===== config.mk =====
export PLATFORM = sky130hd
export DESIGN_NAME = joint_pd_torque_with_velocity_filter
export DESIGN_NICKNAME = d
export VERILOG_FILES = /design/src/jpdt_pkg.sv /design/src/jpdt_div.sv /design/src/joint_pd_torque_with_velocity_filter.sv
export VERILOG_INCLUDE_DIRS = /design/src /design/src/src
export SDC_FILE = /design/constraint.sdc
export NUM_CORES = 2
export LEC_CHECK = 0
export ABC_CLOCK_PERIOD_IN_PS = 12700
export BUFFER_PORTS_ARGS = -buffer_cell sky130_fd_sc_hd__buf_4
export CORE_MARGIN = 2
export CORE_UTILIZATION = 23
export CTS_BUF_LIST = sky130_fd_sc_hd__clkbuf_16
export DETAILED_ROUTE_END_ITERATION = 7
export GPL_ROUTABILITY_DRIVEN = 0
export PLACE_DENSITY = 0.42
export SLEW_MARGIN = 20
export SYNTH_ARGS = -nofsm -noshare
export SYNTH_HDL_FRONTEND = slang
export SYNTH_SLANG_ARGS = --single-unit

===== constraint.sdc =====
create_clock -name clk -period 12.7 [get_ports clk]
set_input_delay 0.635 -clock clk [delete_from_list [all_inputs] [get_ports clk]]
set_output_delay 0.635 -clock clk [all_outputs]
set_load 0.05 [all_outputs]

===== src/joint_pd_torque_with_velocity_filter_macros.svh =====
// ----------------------------------------------------------------------------
// Assertion macros for the joint PD torque block
// Shared property forms used by the RTL modules. Each use expands to one
// labeled concurrent assertion clocked on clk and disabled while rst_n is low.
// ----------------------------------------------------------------------------
`ifndef JOINT_PD_TORQUE_WITH_VELOCITY_FILTER_MACROS_SVH
`define JOINT_PD_TORQUE_WITH_VELOCITY_FILTER_MACROS_SVH

// Consequent must hold in the same cycle as the antecedent.
`define JPDT_ASSERT_IMPLY(label, ante, cons, msg) \
    label: assert property (@(posedge clk) disable iff (!rst_n) (ante) |-> (cons)) \
        else $error(msg);

// Consequent must hold in the cycle after the antecedent.
`define JPDT_ASSERT_NEXT(label, ante, cons, msg) \
    label: assert property (@(posedge clk) disable iff (!rst_n) (ante) |=> (cons)) \
        else $error(msg);

`endif


===== src/jpdt_pkg.sv =====
// ----------------------------------------------------------------------------
// jpdt_pkg
// Types and fixed constants for the joint PD torque block: word formats,
// register indexes, sequencer states and shared-unit control codes.
// ----------------------------------------------------------------------------
package jpdt_pkg;

    localparam int JOINT_W     = 3;
    localparam int POS_W       = 16;
    localparam int PERR_W      = POS_W + 1;
    localparam int TORQUE_W    = 24;
    localparam int LEN_W       = 5;
    localparam int GAIN_W      = 16;
    localparam int CFG_W       = 64;
    localparam int GAINS_HI_W  = 48;
    localparam int CFG_IDX_W   = 3;

    // Gains are Q10.6, positions Q4.12, torques Q16.8: products carry ten
    // more fraction bits than the torque.
    localparam int ROUND_SHIFT = 10;

    // Shared multiplier operand widths and the accumulator width.
    localparam int MUL_A_W     = 36;
    localparam int MUL_B_W     = 18;
    localparam int PROD_W      = MUL_A_W + MUL_B_W;
    localparam int ACC_W       = 44;

    // Divider: dividend width and quotient bits retired per cycle.
    localparam int DIV_W          = 32;
    localparam int DIV_RADIX_BITS = 2;

    localparam logic [LEN_W-1:0] FILTER_LENGTH_RESET = 5'd5;
    localparam logic signed [TORQUE_W-1:0] TORQUE_MAX = 24'sh7FFFFF;
    localparam logic signed [TORQUE_W-1:0] TORQUE_MIN = 24'sh800000;

    typedef enum logic [CFG_IDX_W-1:0] {
        CFG_FILTER_LENGTH = 3'd0,
        CFG_KP_LO         = 3'd1,
        CFG_KP_HI         = 3'd2,
        CFG_KD_LO         = 3'd3,
        CFG_KD_HI         = 3'd4
    } cfg_index_t;

    typedef struct packed {
        logic [JOINT_W-1:0]         joint_index;
        logic signed [POS_W-1:0]    joint_position;
        logic signed [POS_W-1:0]    joint_velocity;
        logic signed [POS_W-1:0]    desired_position;
        logic signed [POS_W-1:0]    desired_velocity;
        logic signed [TORQUE_W-1:0] coriolis_torque;
    } sample_t;

    typedef struct packed {
        logic [JOINT_W-1:0]         torque_joint;
        logic signed [TORQUE_W-1:0] torque_command;
        logic                       torque_saturated;
    } torque_t;

    typedef enum logic [3:0] {
        ST_IDLE,
        ST_SUM,
        ST_SUM_TAIL,
        ST_MUL_KP,
        ST_MUL_KD,
        ST_ADD_KD,
        ST_MUL_L,
        ST_MUL_KDS,
        ST_ADD_KDS,
        ST_DIV_START,
        ST_DIV_WAIT,
        ST_OUT
    } state_t;

    typedef enum logic [2:0] {
        MUL_IDLE,
        MUL_PERR_KP,
        MUL_DVEL_KD,
        MUL_ACC_LEN,
        MUL_SUM_KD
    } mul_sel_t;

    typedef enum logic [2:0] {
        ACC_HOLD,
        ACC_KP_COR,
        ACC_ADD_PROD,
        ACC_LOAD_PROD,
        ACC_SUB_ROUND
    } acc_op_t;

    typedef struct packed {
        logic     idle;
        logic     rd_issue;
        mul_sel_t mul_sel;
        acc_op_t  acc_op;
        logic     div_start;
        logic     load_res;
        logic     out_load;
    } ctl_t;

endpackage


===== src/jpdt_div.sv =====
// ----------------------------------------------------------------------------
// jpdt_div
// Iterative unsigned restoring divider by a short divisor. Retires
// DIV_RADIX_BITS quotient bits per cycle; busy stays high until done.
// ----------------------------------------------------------------------------
`include "joint_pd_torque_with_velocity_filter_macros.svh"

module jpdt_div
    import jpdt_pkg::*;
(
    input  logic             clk,
    input  logic             rst_n,
    input  logic             start,
    input  logic [DIV_W-1:0] dividend,
    input  logic [LEN_W-1:0] divisor,
    output logic             busy,
    output logic [DIV_W-1:0] quotient
);

    localparam int STEPS = DIV_W / DIV_RADIX_BITS;
    localparam int CNT_W = $clog2(STEPS + 1);

    logic             busy_reg, busy_next;
    logic [CNT_W-1:0] cnt_reg, cnt_next;
    logic [DIV_W-1:0] quo_reg, quo_next;
    logic [LEN_W-1:0] rem_reg, rem_next;
    logic [LEN_W-1:0] den_reg, den_next;
    logic [LEN_W:0]   trial;

    always_comb
    begin
        busy_next = busy_reg;
        cnt_next  = cnt_reg;
        quo_next  = quo_reg;
        rem_next  = rem_reg;
        den_next  = den_reg;
        trial     = '0;
        if (start)
        begin
            busy_next = 1'b1;
            cnt_next  = CNT_W'(STEPS);
            quo_next  = dividend;
            rem_next  = '0;
            den_next  = divisor;
        end
        else if (busy_reg)
        begin
            // The dividend shifts out at the top while quotient bits enter
            // at the bottom of the same register.
            for (int i = 0; i < DIV_RADIX_BITS; i++)
            begin
                trial    = {rem_next, quo_next[DIV_W-1]};
                quo_next = {quo_next[DIV_W-2:0], 1'b0};
                if (trial >= {1'b0, den_reg})
                begin
                    rem_next    = LEN_W'(trial - {1'b0, den_reg});
                    quo_next[0] = 1'b1;
                end
                else
                begin
                    rem_next = trial[LEN_W-1:0];
                end
            end
            cnt_next = cnt_reg - CNT_W'(1);
            if (cnt_reg == CNT_W'(1))
            begin
                busy_next = 1'b0;
            end
        end
    end

    always_ff @(posedge clk or negedge rst_n)
    begin
        if (!rst_n)
        begin
            busy_reg <= 1'b0;
            cnt_reg  <= '0;
        end
        else
        begin
            busy_reg <= busy_next;
            cnt_reg  <= cnt_next;
        end
    end

    always_ff @(posedge clk)
    begin
        quo_reg <= quo_next;
        rem_reg <= rem_next;
        den_reg <= den_next;
    end

    assign busy     = busy_reg;
    assign quotient = quo_reg;

    `JPDT_ASSERT_IMPLY(a_div_no_restart, start, !busy_reg, "divider restarted while busy")
    `JPDT_ASSERT_IMPLY(a_div_nonzero, start, divisor != '0, "divider started with zero divisor")
    `JPDT_ASSERT_IMPLY(a_div_rem_bound, busy_reg, rem_reg < den_reg, "remainder not below divisor")
    `JPDT_ASSERT_NEXT(a_div_finish, busy_reg && cnt_reg == CNT_W'(1), !busy_reg, "divider overran")

endmodule


===== src/joint_pd_torque_with_velocity_filter.sv =====
// ----------------------------------------------------------------------------
// joint_pd_torque_with_velocity_filter
// Per-joint PD torque with a moving-average filter on measured velocity.
// ----------------------------------------------------------------------------
// Takes one joint sample per word and returns one torque word for it. The
// velocity goes into that joint's ring of filter_length history entries, the
// ring is summed one entry per cycle from a history memory with one write
// port and one read port, and kp*(dpos-pos) + kd*(dvel-avg) + coriolis is
// formed exactly on one shared multiplier, then rounded to nearest (ties up)
// by an iterative divider that retires two quotient bits per cycle and
// saturated to 24 bits. A valid joint runs the history sweep, the multiply
// and add steps and the divide before the next sample is accepted; a joint
// index of JOINTS or more skips all of these and returns a zero torque. The
// sample channel stalls while an item is in work; the finished word waits in
// an output register. Reset clears the history at once through per-entry
// valid bits, so no clearing pass is needed.
`include "joint_pd_torque_with_velocity_filter_macros.svh"

module joint_pd_torque_with_velocity_filter
    import jpdt_pkg::*;
#(
    parameter int JOINTS     = 7,
    parameter int MAX_FILTER = 16
)(
    input  logic                 clk,
    input  logic                 rst_n,
    input  logic                 cfg_write,
    input  logic [CFG_IDX_W-1:0] cfg_index,
    input  logic [CFG_W-1:0]     cfg_data,
    input  logic                 sample_valid,
    output logic                 sample_stall,
    input  sample_t              sample,
    output logic                 torque_valid,
    input  logic                 torque_stall,
    output torque_t              torque
);

    localparam int DEPTH  = JOINTS * MAX_FILTER;
    localparam int ADDR_W = (DEPTH > 1) ? $clog2(DEPTH) : 1;
    localparam int SLOT_W = (MAX_FILTER > 1) ? $clog2(MAX_FILTER) : 1;
    localparam int SUM_W  = POS_W + LEN_W;
    localparam int QS_W   = DIV_W + 1;

    function automatic logic [GAIN_W-1:0] gain_of(
        input logic [CFG_W-1:0]      lo,
        input logic [GAINS_HI_W-1:0] hi,
        input logic [JOINT_W-1:0]    j
    );
        logic [GAIN_W-1:0] g;
        g = '0;
        case (j)
            3'd0:    g = lo[0*GAIN_W +: GAIN_W];
            3'd1:    g = lo[1*GAIN_W +: GAIN_W];
            3'd2:    g = lo[2*GAIN_W +: GAIN_W];
            3'd3:    g = lo[3*GAIN_W +: GAIN_W];
            3'd4:    g = hi[0*GAIN_W +: GAIN_W];
            3'd5:    g = hi[1*GAIN_W +: GAIN_W];
            3'd6:    g = hi[2*GAIN_W +: GAIN_W];
            default: g = '0;
        endcase
        return g;
    endfunction

    // Configuration registers.
    logic [LEN_W-1:0]      filter_length_reg;
    logic [CFG_W-1:0]      kp_lo_reg, kd_lo_reg;
    logic [GAINS_HI_W-1:0] kp_hi_reg, kd_hi_reg;

    // Sequencer and control state.
    state_t            state_reg, state_next;
    ctl_t              ctl;
    logic [SLOT_W-1:0] write_slot_reg;
    logic              rd_pend_reg;
    logic              torque_valid_reg;
    torque_t           torque_reg;

    // Item and datapath registers.
    logic [JOINT_W-1:0]         joint_reg;
    logic signed [PERR_W-1:0]   perr_reg;
    logic signed [POS_W-1:0]    dvel_reg;
    logic signed [TORQUE_W-1:0] cor_reg;
    logic [GAIN_W-1:0]          kp_reg, kd_reg;
    logic [LEN_W-1:0]           len_reg;
    logic [ADDR_W-1:0]          rd_addr_reg;
    logic [LEN_W-1:0]           rd_cnt_reg;
    logic signed [POS_W-1:0]    rd_data_reg;
    logic                       rd_ok_reg;
    logic signed [SUM_W-1:0]    sum_reg;
    logic signed [PROD_W-1:0]   prod_reg;
    logic signed [ACC_W-1:0]    acc_reg;
    logic                       neg_reg;
    logic signed [TORQUE_W-1:0] res_torque_reg;
    logic                       res_sat_reg;

    // History memory and its valid bits.
    logic signed [POS_W-1:0] hist_mem [DEPTH];
    logic [DEPTH-1:0]        hist_valid_reg;

    // Combinational signals.
    logic                       accept;
    logic                       joint_ok;
    logic [LEN_W-1:0]           eff_len;
    logic [SLOT_W-1:0]          slot_cur;
    logic [SLOT_W-1:0]          slot_adv;
    logic [ADDR_W-1:0]          wr_addr;
    logic                       hist_we;
    logic                       rd_last;
    logic signed [MUL_A_W-1:0]  mul_a;
    logic signed [MUL_B_W-1:0]  mul_b;
    logic signed [PROD_W-1:0]   prod_next;
    logic signed [ACC_W-1:0]    round_m;
    logic signed [ACC_W-1:0]    div_arg;
    logic [DIV_W-1:0]           div_dividend;
    logic [DIV_W-1:0]           div_quot;
    logic                       div_busy;
    logic signed [QS_W-1:0]     quot_s;
    logic signed [TORQUE_W-1:0] sat_torque;
    logic                       sat_flag;

    assign accept   = sample_valid && !sample_stall;
    assign joint_ok = int'(sample.joint_index) < JOINTS;
    assign hist_we  = accept && joint_ok;
    assign rd_last  = rd_cnt_reg == LEN_W'(len_reg - LEN_W'(1));

    // A zero length acts as one; lengths above the ring depth are clipped.
    always_comb
    begin
        eff_len = filter_length_reg;
        if (filter_length_reg == '0)
        begin
            eff_len = LEN_W'(1);
        end
        else if (int'(filter_length_reg) > MAX_FILTER)
        begin
            eff_len = LEN_W'(MAX_FILTER);
        end
    end

    // After the length was lowered, a slot past the end wraps to zero.
    always_comb
    begin
        slot_cur = write_slot_reg;
        if (int'(write_slot_reg) >= int'(eff_len))
        begin
            slot_cur = '0;
        end
        slot_adv = SLOT_W'(int'(slot_cur) + 1);
        if (int'(slot_cur) + 1 >= int'(eff_len))
        begin
            slot_adv = '0;
        end
        wr_addr = ADDR_W'(int'(slot_cur) * JOINTS + int'(sample.joint_index));
    end

    // Next-state logic.
    always_comb
    begin
        state_next = state_reg;
        unique case (state_reg)
            ST_IDLE:
            begin
                if (accept)
                begin
                    state_next = joint_ok ? ST_SUM : ST_OUT;
                end
            end
            ST_SUM:
            begin
                if (rd_last)
                begin
                    state_next = ST_SUM_TAIL;
                end
            end
            ST_SUM_TAIL:  state_next = ST_MUL_KP;
            ST_MUL_KP:    state_next = ST_MUL_KD;
            ST_MUL_KD:    state_next = ST_ADD_KD;
            ST_ADD_KD:    state_next = ST_MUL_L;
            ST_MUL_L:     state_next = ST_MUL_KDS;
            ST_MUL_KDS:   state_next = ST_ADD_KDS;
            ST_ADD_KDS:   state_next = ST_DIV_START;
            ST_DIV_START: state_next = ST_DIV_WAIT;
            ST_DIV_WAIT:
            begin
                if (!div_busy)
                begin
                    state_next = ST_OUT;
                end
            end
            ST_OUT:
            begin
                if (!torque_valid_reg || !torque_stall)
                begin
                    state_next = ST_IDLE;
                end
            end
            default: state_next = ST_IDLE;
        endcase
    end

    // Control decode per state.
    always_comb
    begin
        ctl = '0;
        unique case (state_reg)
            ST_IDLE:      ctl.idle = 1'b1;
            ST_SUM:       ctl.rd_issue = 1'b1;
            ST_SUM_TAIL:  ctl.mul_sel = MUL_IDLE;
            ST_MUL_KP:    ctl.mul_sel = MUL_PERR_KP;
            ST_MUL_KD:
            begin
                ctl.mul_sel = MUL_DVEL_KD;
                ctl.acc_op  = ACC_KP_COR;
            end
            ST_ADD_KD:    ctl.acc_op = ACC_ADD_PROD;
            ST_MUL_L:     ctl.mul_sel = MUL_ACC_LEN;
            ST_MUL_KDS:
            begin
                ctl.mul_sel = MUL_SUM_KD;
                ctl.acc_op  = ACC_LOAD_PROD;
            end
            ST_ADD_KDS:   ctl.acc_op = ACC_SUB_ROUND;
            ST_DIV_START: ctl.div_start = 1'b1;
            ST_DIV_WAIT:  ctl.load_res = !div_busy;
            ST_OUT:       ctl.out_load = !torque_valid_reg || !torque_stall;
            default:      ctl.idle = 1'b0;
        endcase
    end

    assign sample_stall = !ctl.idle;

    // Shared multiplier operand selection.
    always_comb
    begin
        mul_a = '0;
        mul_b = '0;
        case (ctl.mul_sel)
            MUL_PERR_KP:
            begin
                mul_a = MUL_A_W'(perr_reg);
                mul_b = MUL_B_W'(kp_reg);
            end
            MUL_DVEL_KD:
            begin
                mul_a = MUL_A_W'(dvel_reg);
                mul_b = MUL_B_W'(kd_reg);
            end
            MUL_ACC_LEN:
            begin
                mul_a = MUL_A_W'(acc_reg);
                mul_b = MUL_B_W'(len_reg);
            end
            MUL_SUM_KD:
            begin
                mul_a = MUL_A_W'(sum_reg);
                mul_b = MUL_B_W'(kd_reg);
            end
            default:
            begin
                mul_a = '0;
                mul_b = '0;
            end
        endcase
        prod_next = mul_a * mul_b;
    end

    // Floor division by L of a negative value is done as a truncating
    // division of the biased magnitude, then negated.
    always_comb
    begin
        round_m = acc_reg >>> ROUND_SHIFT;
        div_arg = round_m;
        if (round_m[ACC_W-1])
        begin
            div_arg = -round_m + ACC_W'(signed'({1'b0, len_reg})) - ACC_W'(1);
        end
        div_dividend = div_arg[DIV_W-1:0];
    end

    always_comb
    begin
        quot_s = QS_W'(signed'({1'b0, div_quot}));
        if (neg_reg)
        begin
            quot_s = -quot_s;
        end
        sat_torque = quot_s[TORQUE_W-1:0];
        sat_flag   = 1'b0;
        if (quot_s > QS_W'(TORQUE_MAX))
        begin
            sat_torque = TORQUE_MAX;
            sat_flag   = 1'b1;
        end
        else if (quot_s < QS_W'(TORQUE_MIN))
        begin
            sat_torque = TORQUE_MIN;
            sat_flag   = 1'b1;
        end
    end

    jpdt_div u_div (
        .clk      (clk),
        .rst_n    (rst_n),
        .start    (ctl.div_start),
        .dividend (div_dividend),
        .divisor  (len_reg),
        .busy     (div_busy),
        .quotient (div_quot)
    );

    // Configuration writes.
    always_ff @(posedge clk or negedge rst_n)
    begin
        if (!rst_n)
        begin
            filter_length_reg <= FILTER_LENGTH_RESET;
            kp_lo_reg         <= '0;
            kp_hi_reg         <= '0;
            kd_lo_reg         <= '0;
            kd_hi_reg         <= '0;
        end
        else if (cfg_write)
        begin
            unique case (cfg_index)
                CFG_FILTER_LENGTH: filter_length_reg <= cfg_data[LEN_W-1:0];
                CFG_KP_LO:         kp_lo_reg <= cfg_data;
                CFG_KP_HI:         kp_hi_reg <= cfg_data[GAINS_HI_W-1:0];
                CFG_KD_LO:         kd_lo_reg <= cfg_data;
                CFG_KD_HI:         kd_hi_reg <= cfg_data[GAINS_HI_W-1:0];
                default:           kp_lo_reg <= kp_lo_reg;
            endcase
        end
    end

    // Control registers.
    always_ff @(posedge clk or negedge rst_n)
    begin
        if (!rst_n)
        begin
            state_reg        <= ST_IDLE;
            write_slot_reg   <= '0;
            rd_pend_reg      <= 1'b0;
            torque_valid_reg <= 1'b0;
            hist_valid_reg   <= '0;
        end
        else
        begin
            state_reg   <= state_next;
            rd_pend_reg <= ctl.rd_issue;
            if (hist_we)
            begin
                hist_valid_reg[wr_addr] <= 1'b1;
                // Only the last joint moves the ring on.
                if (int'(sample.joint_index) == JOINTS - 1)
                begin
                    write_slot_reg <= slot_adv;
                end
                else
                begin
                    write_slot_reg <= slot_cur;
                end
            end
            if (ctl.out_load)
            begin
                torque_valid_reg <= 1'b1;
            end
            else if (!torque_stall)
            begin
                torque_valid_reg <= 1'b0;
            end
        end
    end

    // History memory: one write port, one registered read port.
    always_ff @(posedge clk)
    begin
        if (hist_we)
        begin
            hist_mem[wr_addr] <= sample.joint_velocity;
        end
        rd_data_reg <= hist_mem[rd_addr_reg];
        rd_ok_reg   <= hist_valid_reg[rd_addr_reg];
    end

    // Datapath registers.
    always_ff @(posedge clk)
    begin
        prod_reg <= prod_next;
        if (accept)
        begin
            joint_reg      <= sample.joint_index;
            perr_reg       <= PERR_W'(sample.desired_position)
                              - PERR_W'(sample.joint_position);
            dvel_reg       <= sample.desired_velocity;
            cor_reg        <= sample.coriolis_torque;
            kp_reg         <= gain_of(kp_lo_reg, kp_hi_reg, sample.joint_index);
            kd_reg         <= gain_of(kd_lo_reg, kd_hi_reg, sample.joint_index);
            len_reg        <= eff_len;
            rd_addr_reg    <= ADDR_W'(sample.joint_index);
            rd_cnt_reg     <= '0;
            sum_reg        <= '0;
            res_torque_reg <= '0;
            res_sat_reg    <= 1'b0;
        end
        else
        begin
            if (ctl.rd_issue)
            begin
                rd_cnt_reg <= rd_cnt_reg + LEN_W'(1);
                if (!rd_last)
                begin
                    rd_addr_reg <= ADDR_W'(int'(rd_addr_reg) + JOINTS);
                end
            end
            // Entries never written since reset count as zero.
            if (rd_pend_reg && rd_ok_reg)
            begin
                sum_reg <= sum_reg + SUM_W'(rd_data_reg);
            end
            if (ctl.load_res)
            begin
                res_torque_reg <= sat_torque;
                res_sat_reg    <= sat_flag;
            end
        end

        case (ctl.acc_op)
            ACC_KP_COR:    acc_reg <= ACC_W'(prod_reg) + (ACC_W'(cor_reg) <<< ROUND_SHIFT);
            ACC_ADD_PROD:  acc_reg <= acc_reg + ACC_W'(prod_reg);
            ACC_LOAD_PROD: acc_reg <= ACC_W'(prod_reg);
            ACC_SUB_ROUND: acc_reg <= acc_reg - ACC_W'(prod_reg)
                                      + (ACC_W'(signed'({1'b0, len_reg})) <<< (ROUND_SHIFT - 1));
            default:       acc_reg <= acc_reg;
        endcase

        if (ctl.div_start)
        begin
            neg_reg <= acc_reg[ACC_W-1];
        end

        if (ctl.out_load)
        begin
            torque_reg.torque_joint     <= joint_reg;
            torque_reg.torque_command   <= res_torque_reg;
            torque_reg.torque_saturated <= res_sat_reg;
        end
    end

    assign torque_valid = torque_valid_reg;
    assign torque       = torque_reg;

    `JPDT_ASSERT_IMPLY(a_div_in_wait, div_busy, state_reg == ST_DIV_WAIT, "divider busy outside wait")
    `JPDT_ASSERT_IMPLY(a_sum_bound, state_reg == ST_SUM, rd_cnt_reg < len_reg, "history sweep overran")
    `JPDT_ASSERT_IMPLY(a_sat_value, torque_valid_reg && torque_reg.torque_saturated, torque_reg.torque_command == TORQUE_MAX || torque_reg.torque_command == TORQUE_MIN, "saturated torque not at a limit")
    `JPDT_ASSERT_NEXT(a_out_load, ctl.out_load, torque_valid_reg && state_reg == ST_IDLE, "result word not presented")

endmodule

Yosys cells after proc, flatten, opt, wreduce, memory -nomap -nowiden
Memories as Yosys holds them, arrays and structs flattened. A register that Yosys moved wholly into a read port is not among the register bits.
Cells that the tools add are included.
Storage, ports and cells
  bits in writable memories: 1792
  word-level logic and storage cells: 185
  memories kept: 1
  bits of input ports: 163
  bits in registers: 672
Cells by class
  $add $sub $neg: 18
  $lt $le $gt $ge: 11
  multipliers: 2
  bitwise operators: 2
  reduce and logical (&&, ||, !) cells: 25
  equality and inequality tests: 38
  muxes and demuxes: 53
Memory list
  hist_mem: words 112, width 16, rd ports 1, clocked after Yosys merged registers in 1, write ports 1, RTL line joint_pd_torque_with_velocity_filter.sv:96  | logic signed [POS_W-1:0] hist_mem [DEPTH];
Operator list (count)
  one-hot mux 16 bit (7 select lines): 2
  one-hot mux 44 bit (4 select lines): 1
  one-hot mux 36 bit (4 select lines): 1
  bitwise OR 112 bit: 1
  2-to-1 mux 32 bit: 3
  2-to-1 mux 24 bit: 2
  one-hot mux 16 bit (3 select lines): 1
  one-hot mux 4 bit (12 select lines): 1
  adder 44 x 15 -> 44 bit: 1
  adder 44 x 34 -> 44 bit: 1
  adder 44 bit: 1
  multiplier 36 x 17 -> 44 bit: 1
  subtractor 44 bit: 1
  2-to-1 mux 5 bit: 8
  > comparator 33 x 24 -> 1 bit, second input constant: 1
  less-than comparator 33 x 24 -> 1 bit, second input constant: 1
  2-to-1 mux 33 bit: 1
  negator 32 -> 33 bit: 1
  adder 32 x 6 -> 32 bit: 1
  2-to-1 mux 4 bit: 8
  negator 32 bit: 1
  subtractor 32 x 2 -> 32 bit, second input constant: 1
  equality test 3 x 2 -> 1 bit, second input constant: 9
  one-hot mux 3 bit (4 select lines): 2
  42 further kinds: 98

Depth between registers and ports, before layout
  word-level depth: 12
  gate-level depth with buffers: 32
  mapped depth without buffers: 28

Modules after synthesis
Synthesis repeated with hierarchy kept, for this count alone.
Unflattened totals
  cell total of the unflattened synthesis: 8230
  area total of the unflattened synthesis: 123646.1 um^2
By module, submodules not included
  joint_pd_torque_with_velocity_filter: times used 1, area each 121093.6 um^2, cells each 8036
  jpdt_div: times used 1, area each 2552.4 um^2, cells each 194

Least setup slack after synthesis
OpenSTA, ideal clock, no wires.
  kind: register to register
  from: register state_reg[3]
  to: register prod_reg[40]
  setup time: 131 ps
  arrival time: 8233 ps
  cell stages (with the launch flop): 30
  period minus slack after synthesis: 8364 ps
  path slack: 4336 ps
  path through: dfrtp_1 > nor4b_2 > or2_2 > clkbuf_1 > buf_1 > nand2_1 > nand2_1 > clkbuf_1 > buf_1 > nand2_1 > fa_1 > fa_1 > fa_1 > inv_1 > fa_1 > fa_1 > inv_1 > fa_1 > inv_1 > ha_1 > a21o_1 > a21o_1 > a2111oi_0 > nor3_1 > a2111oi_0 > o211ai_1 > o211a_1 > or2_2 > o31ai_1 > o211ai_1
Between the ends
  longest elaborated chain between the ends: 6
  elaborated cells on any way between the ends: 13
  those cells by class: mul: 1; eq/ne: 8; mux: 3; reduce/logical: 1
RTL lines
  from (decl): RTL line joint_pd_torque_with_velocity_filter.sv:70  | state_t state_reg, state_next;
  from (signal assigned): RTL line joint_pd_torque_with_velocity_filter.sv:347  | state_reg <= state_next;
  equality test 4 x 3 -> 1 bit / equality test 4 x 2 -> 1 bit (equally long branches): RTL line joint_pd_torque_with_velocity_filter.sv:204  | unique case (state_reg)
  one-hot mux 3 bit (4 select lines) (*): RTL line joint_pd_torque_with_velocity_filter.sv:204
  equality test 3 bit / equality test 3 x 2 -> 1 bit (equally long branches): RTL line joint_pd_torque_with_velocity_filter.sv:236  | case (ctl.mul_sel)
  OR reduction 2 bit (no line)
  one-hot mux 16 bit (3 select lines): RTL line joint_pd_torque_with_velocity_filter.sv:236
  multiplier 36 x 17 -> 44 bit (*): RTL line joint_pd_torque_with_velocity_filter.sv:263  | prod_next = mul_a * mul_b;
  named net prod_next[40]: RTL line joint_pd_torque_with_velocity_filter.sv:110  | logic signed [PROD_W-1:0] prod_next;
  to (signal assigned): RTL line joint_pd_torque_with_velocity_filter.sv:387  | prod_reg <= prod_next;
  to (decl): RTL line joint_pd_torque_with_velocity_filter.sv:89  | logic signed [PROD_W-1:0] prod_reg;
Mark *: on every way through the listed nets, which the timed path passes. The rest lies on a longest branch.
A chain may end at the register's enable or synchronous reset.

Worst setup path after layout
Same ends and word-level chain as after synthesis.

==> results.cfg <==
[critical_path]
timing.critical_path.buf_inv = 4
crit_startpoint = state_reg[3]
worst-r2r-setup-slack_ns = 2.97
startpoint_type = flop
timing.critical_path.max_delay_family = adder cells
worst_r2r_endpoint = prod_reg[40]
cpMostUsedCell = sky130_fd_sc_hd__fa_1
cp_slowest_cell = sky130_fd_sc_hd__a2111oi_0
worst-setup-path-type = flop to flop
critical_path.max_fanout = 20
worstSetupEndpoint = prod_reg[40]
reg2reg_from = state_reg[3]
rr_worst_depth = 26
cp-end-kind = flop
crit_path_max_incr_delay_ns = 0.81
critical_path_arrival_ns = 10.48
crit_cells = 26
worst_ep_required_time_ns = 13.44

[sta]
skew_ns = 0.133
relSlewSlack_pct = 20.3
finalMaxSlewViolations = 0
setup_viol_count_final = 0
post-route-worst-setup-slack_ns = 2.97
timing_worst_slew_pin_value_ns = 1.19
rsz0062_at_grt = false
maxClockFrequency_ghz = 0.103
timing.final.crit_share_pct = 76.6
final.min_clock_period_ns = 9.73
final_hold_viol_count = 0
tns_ns = 0

[clock_network]
clk_latency_ns = 0.98
post-cts-setup-buffer-count = 0
holdBufCountCts = 107
root_buffer = sky130_fd_sc_hd__clkbuf_16
clk_transition_reported_paths_ns = 0.06
tritoncts.num_buffers = 295
number_of_gates_given_a_new_drive_strength_after_cts = 0
number_of_sinks_on_the_clock_net = 2480
cts_buffer_depth = 4
cts_tree = yes
htree_levels = 5

[yosys]
synth.yosys.seq_area_share_pct = 57.8
synth_area_leader_cell = sky130_fd_sc_hd__edfxtp_1
synth_largest_type_area_fraction_pct = 48.6
syn-instance-count = 8297
post_synth.cell_area_avg_um2 = 14.9
ranking_of_synthesized_cells_by_instance_count = 2002 x sky130_fd_sc_hd__edfxtp_1, 792 x sky130_fd_sc_hd__inv_1, 636 x sky130_fd_sc_hd__mux4_2, 613 x sky130_fd_sc_hd__nand2_1, 517 x sky130_fd_sc_hd__nor2_1
synth-async-reset-ratio_pct = 14.4
synth_top_cells_by_area = sky130_fd_sc_hd__edfxtp_1 49%, sky130_fd_sc_hd__mux4_2 12%, sky130_fd_sc_hd__fa_1 7.8%
yosys.cell_count.top_type = sky130_fd_sc_hd__edfxtp_1
postSynthRegisterBits = 2480
syn-cell-area_um2 = 124000
postSynthNetCount = 9287
post_synth_top_flop = sky130_fd_sc_hd__edfxtp_1
synth_edf_count = 2002
synth_cell_type_count = 88
synthesis.yosys.warnings = 0

[layout]
layout.nets = 9727
finalInstanceArea_um2 = 145000
flow.area_growth_from_synthesis_pct = 17.3
drive_above_1_share_pct = 21.4
final-instance-count-excl-fill = 16200
largest_register_ff_count = 1792

[floorplanning]
std_cell_rows = 269
pin_count = 193
die_y_um = 737
floorplan.die_area_um2 = 544000
die_x_um = 737
design.core.area_um2 = 536000
floorplan.initialDensity_pct = 23.1

[power]
vdd_drop_max_v = 0.000124
switching_share_pct = 37.4
clock_power_share_pct = 27.5
p_sw_w = 0.0111
power_leakage_nw = 53.5
p_int_w = 0.0186
power.combinational.fraction_pct = 37.6
design_power_total_w = 0.0297
power_density_normalized_to_cell_area_nw_per_um2 = 205
sequential_fraction_of_design_power_pct = 34.9

[routing]
via_count = 72400
wirelength_um = 386000
detail_route.iter0.violations = 5593
detail_route.wl_per_cell_um = 23.9
vias_per_cell = 4.47
firstDrtPassIters = 6
postRouteAntennaNets = 0
drc = 0

[hold_path]
hp-start = sample[60]
hold_path_class = input pin to flop

[placement]
portBuffers = 192
dp_hpwl_um = 261000
dp_cells = 15500
postPlaceCellArea_um2 = 135000
dp_worst_setup_slack_ns = 2.97

[global_routing]
antenna_violations_before_repair = 25
grt_first_pass_wirelength_um = 554000
gr-usage-all-layers_pct = 13.9
global_route.overflow_total = 0
grt_start_max_net_pins = 111
grt_pass1_vias = 75000

[job]
max_cap_viol_count = 0

[run_status]
outcome = completed
[cells in the final DEF (no fill, tap or decap), types with 23 or more instances in the layout]
cell type                       count
sky130_fd_sc_hd__mux2i_1           65
sky130_fd_sc_hd__nor2_1           462
sky130_fd_sc_hd__clkinv_1          60
sky130_fd_sc_hd__or3_1             24
sky130_fd_sc_hd__and3_1            27
sky130_fd_sc_hd__mux2_2           255
sky130_fd_sc_hd__a22oi_1           74
sky130_fd_sc_hd__xnor2_1          172
sky130_fd_sc_hd__a221oi_1          24
sky130_fd_sc_hd__a21oi_1          240
sky130_fd_sc_hd__diode_2           25
sky130_fd_sc_hd__nor2_2            32
sky130_fd_sc_hd__xor2_1            94
sky130_fd_sc_hd__dfrtp_1          355
sky130_fd_sc_hd__or2_2            132
sky130_fd_sc_hd__a31oi_1           30
sky130_fd_sc_hd__and2_1            29
sky130_fd_sc_hd__nand2_1          611
sky130_fd_sc_hd__dlygate4sd3_1    107
sky130_fd_sc_hd__ha_1             342
sky130_fd_sc_hd__nand3_1           47
sky130_fd_sc_hd__o21a_1            24
sky130_fd_sc_hd__o21ai_0          217
sky130_fd_sc_hd__nor2b_1           57
sky130_fd_sc_hd__fa_1             485
sky130_fd_sc_hd__mux4_2           636
sky130_fd_sc_hd__o21bai_1          28
sky130_fd_sc_hd__nor4_1            27
sky130_fd_sc_hd__o31ai_1           33
sky130_fd_sc_hd__clkbuf_16        302
sky130_fd_sc_hd__nand2b_1          43
sky130_fd_sc_hd__edfxtp_1        2002
sky130_fd_sc_hd__inv_1            869
sky130_fd_sc_hd__clkinv_2          43
sky130_fd_sc_hd__nor3_1            57
sky130_fd_sc_hd__dfxtp_1          118
sky130_fd_sc_hd__a21o_1           102
sky130_fd_sc_hd__a211oi_1          37
sky130_fd_sc_hd__buf_4            394
sky130_fd_sc_hd__nor2_4            23
[worst reg2reg max path: stages (launching register included)]
cell	delay [ns]
sky130_fd_sc_hd__dfrtp_1	0.56
sky130_fd_sc_hd__nor4b_4	0.34
sky130_fd_sc_hd__buf_4	0.30
sky130_fd_sc_hd__or2_2	0.51
sky130_fd_sc_hd__nand2_1	0.15
sky130_fd_sc_hd__nand2_1	0.59
sky130_fd_sc_hd__nand2_1	0.16
sky130_fd_sc_hd__fa_1	0.52
sky130_fd_sc_hd__fa_1	0.54
sky130_fd_sc_hd__fa_1	0.53
sky130_fd_sc_hd__inv_1	0.07
sky130_fd_sc_hd__fa_1	0.51
sky130_fd_sc_hd__fa_1	0.50
sky130_fd_sc_hd__inv_1	0.05
sky130_fd_sc_hd__fa_1	0.47
sky130_fd_sc_hd__inv_1	0.04
sky130_fd_sc_hd__ha_1	0.34
sky130_fd_sc_hd__a21o_1	0.21
sky130_fd_sc_hd__a21o_1	0.22
sky130_fd_sc_hd__a2111oi_0	0.81
sky130_fd_sc_hd__nor3_1	0.20
sky130_fd_sc_hd__a2111oi_2	0.61
sky130_fd_sc_hd__o211ai_1	0.34
sky130_fd_sc_hd__o211a_1	0.33
sky130_fd_sc_hd__or2_2	0.30
sky130_fd_sc_hd__o31ai_1	0.21
sky130_fd_sc_hd__o211ai_1	0.13
[per-layer routing]
metal / part of all wire (%) / wire, um / up-vias / GRT usage [%]
met5: 0.024 / 92 / - / 0
met3: 5.0 / 19200 / 465 / 1.91
met1: 45 / 176000 / 38600 / 19.5
met2: 47 / 181000 / 1920 / 22.6
li1: - / - / 31400 / -
met4: 2.8 / 10700 / 14 / 3.66
[stage by stage]
stage	util, %	hold slack (ns)
6_report	27.1	0.109
5_1_grt	27.1	0.0656
4_1_cts	27.1	0.00513
3_5_place_dp	25.1	0.405
3_3_place_gp	25.1	0.403
2_1_floorplan	-	0.339
[logic make-up after synthesis]
logic type	Yosys count	share of synthesized area, %
mux	956	14.4
xor+xnor	266	1.88
flops	2480	57.8
compound gates	965	5.07
simple gates	1641	5.99
fa+ha+maj	827	11.3
buf+inv	1162	3.55
[worst min path at each step]
stage | to | slack, ns | cells past startpoint
floorplan | filter_length_reg[1] | 0.34 | 0
global placement | torque[25] | 0.40 | 0
detailed placement | torque[26] | 0.40 | 0
CTS | hist_mem[39][4] | 0.005 | 1
global route | hist_mem[94][12] | 0.07 | 1
finish | hist_mem[39][4] | 0.11 | 1
[power by group through the flow]
stage	Clock [W]	Combinational (W)	Sequential, W
floorplan	0	0.00749	0.0100
global placement	0	0.0111	0.0105
detailed placement	0	0.0112	0.0105
CTS	0.00844	0.0113	0.0104
global route	0.00874	0.0121	0.0104
finish	0.00817	0.0112	0.0104
[layout make-up]
cell class              count  area (um^2)
diodes                     25         62.6
fillers                 54300       391000
flip-flops and latches   2480        71500
multi-input cells        4655        48200
inverters                 794         2990
well taps                7181         8980
clock buffers             302         7560
clock inverters           235         1690
repair buffers            511         4190
Note: power is estimated with default switching activity, not from simulation.
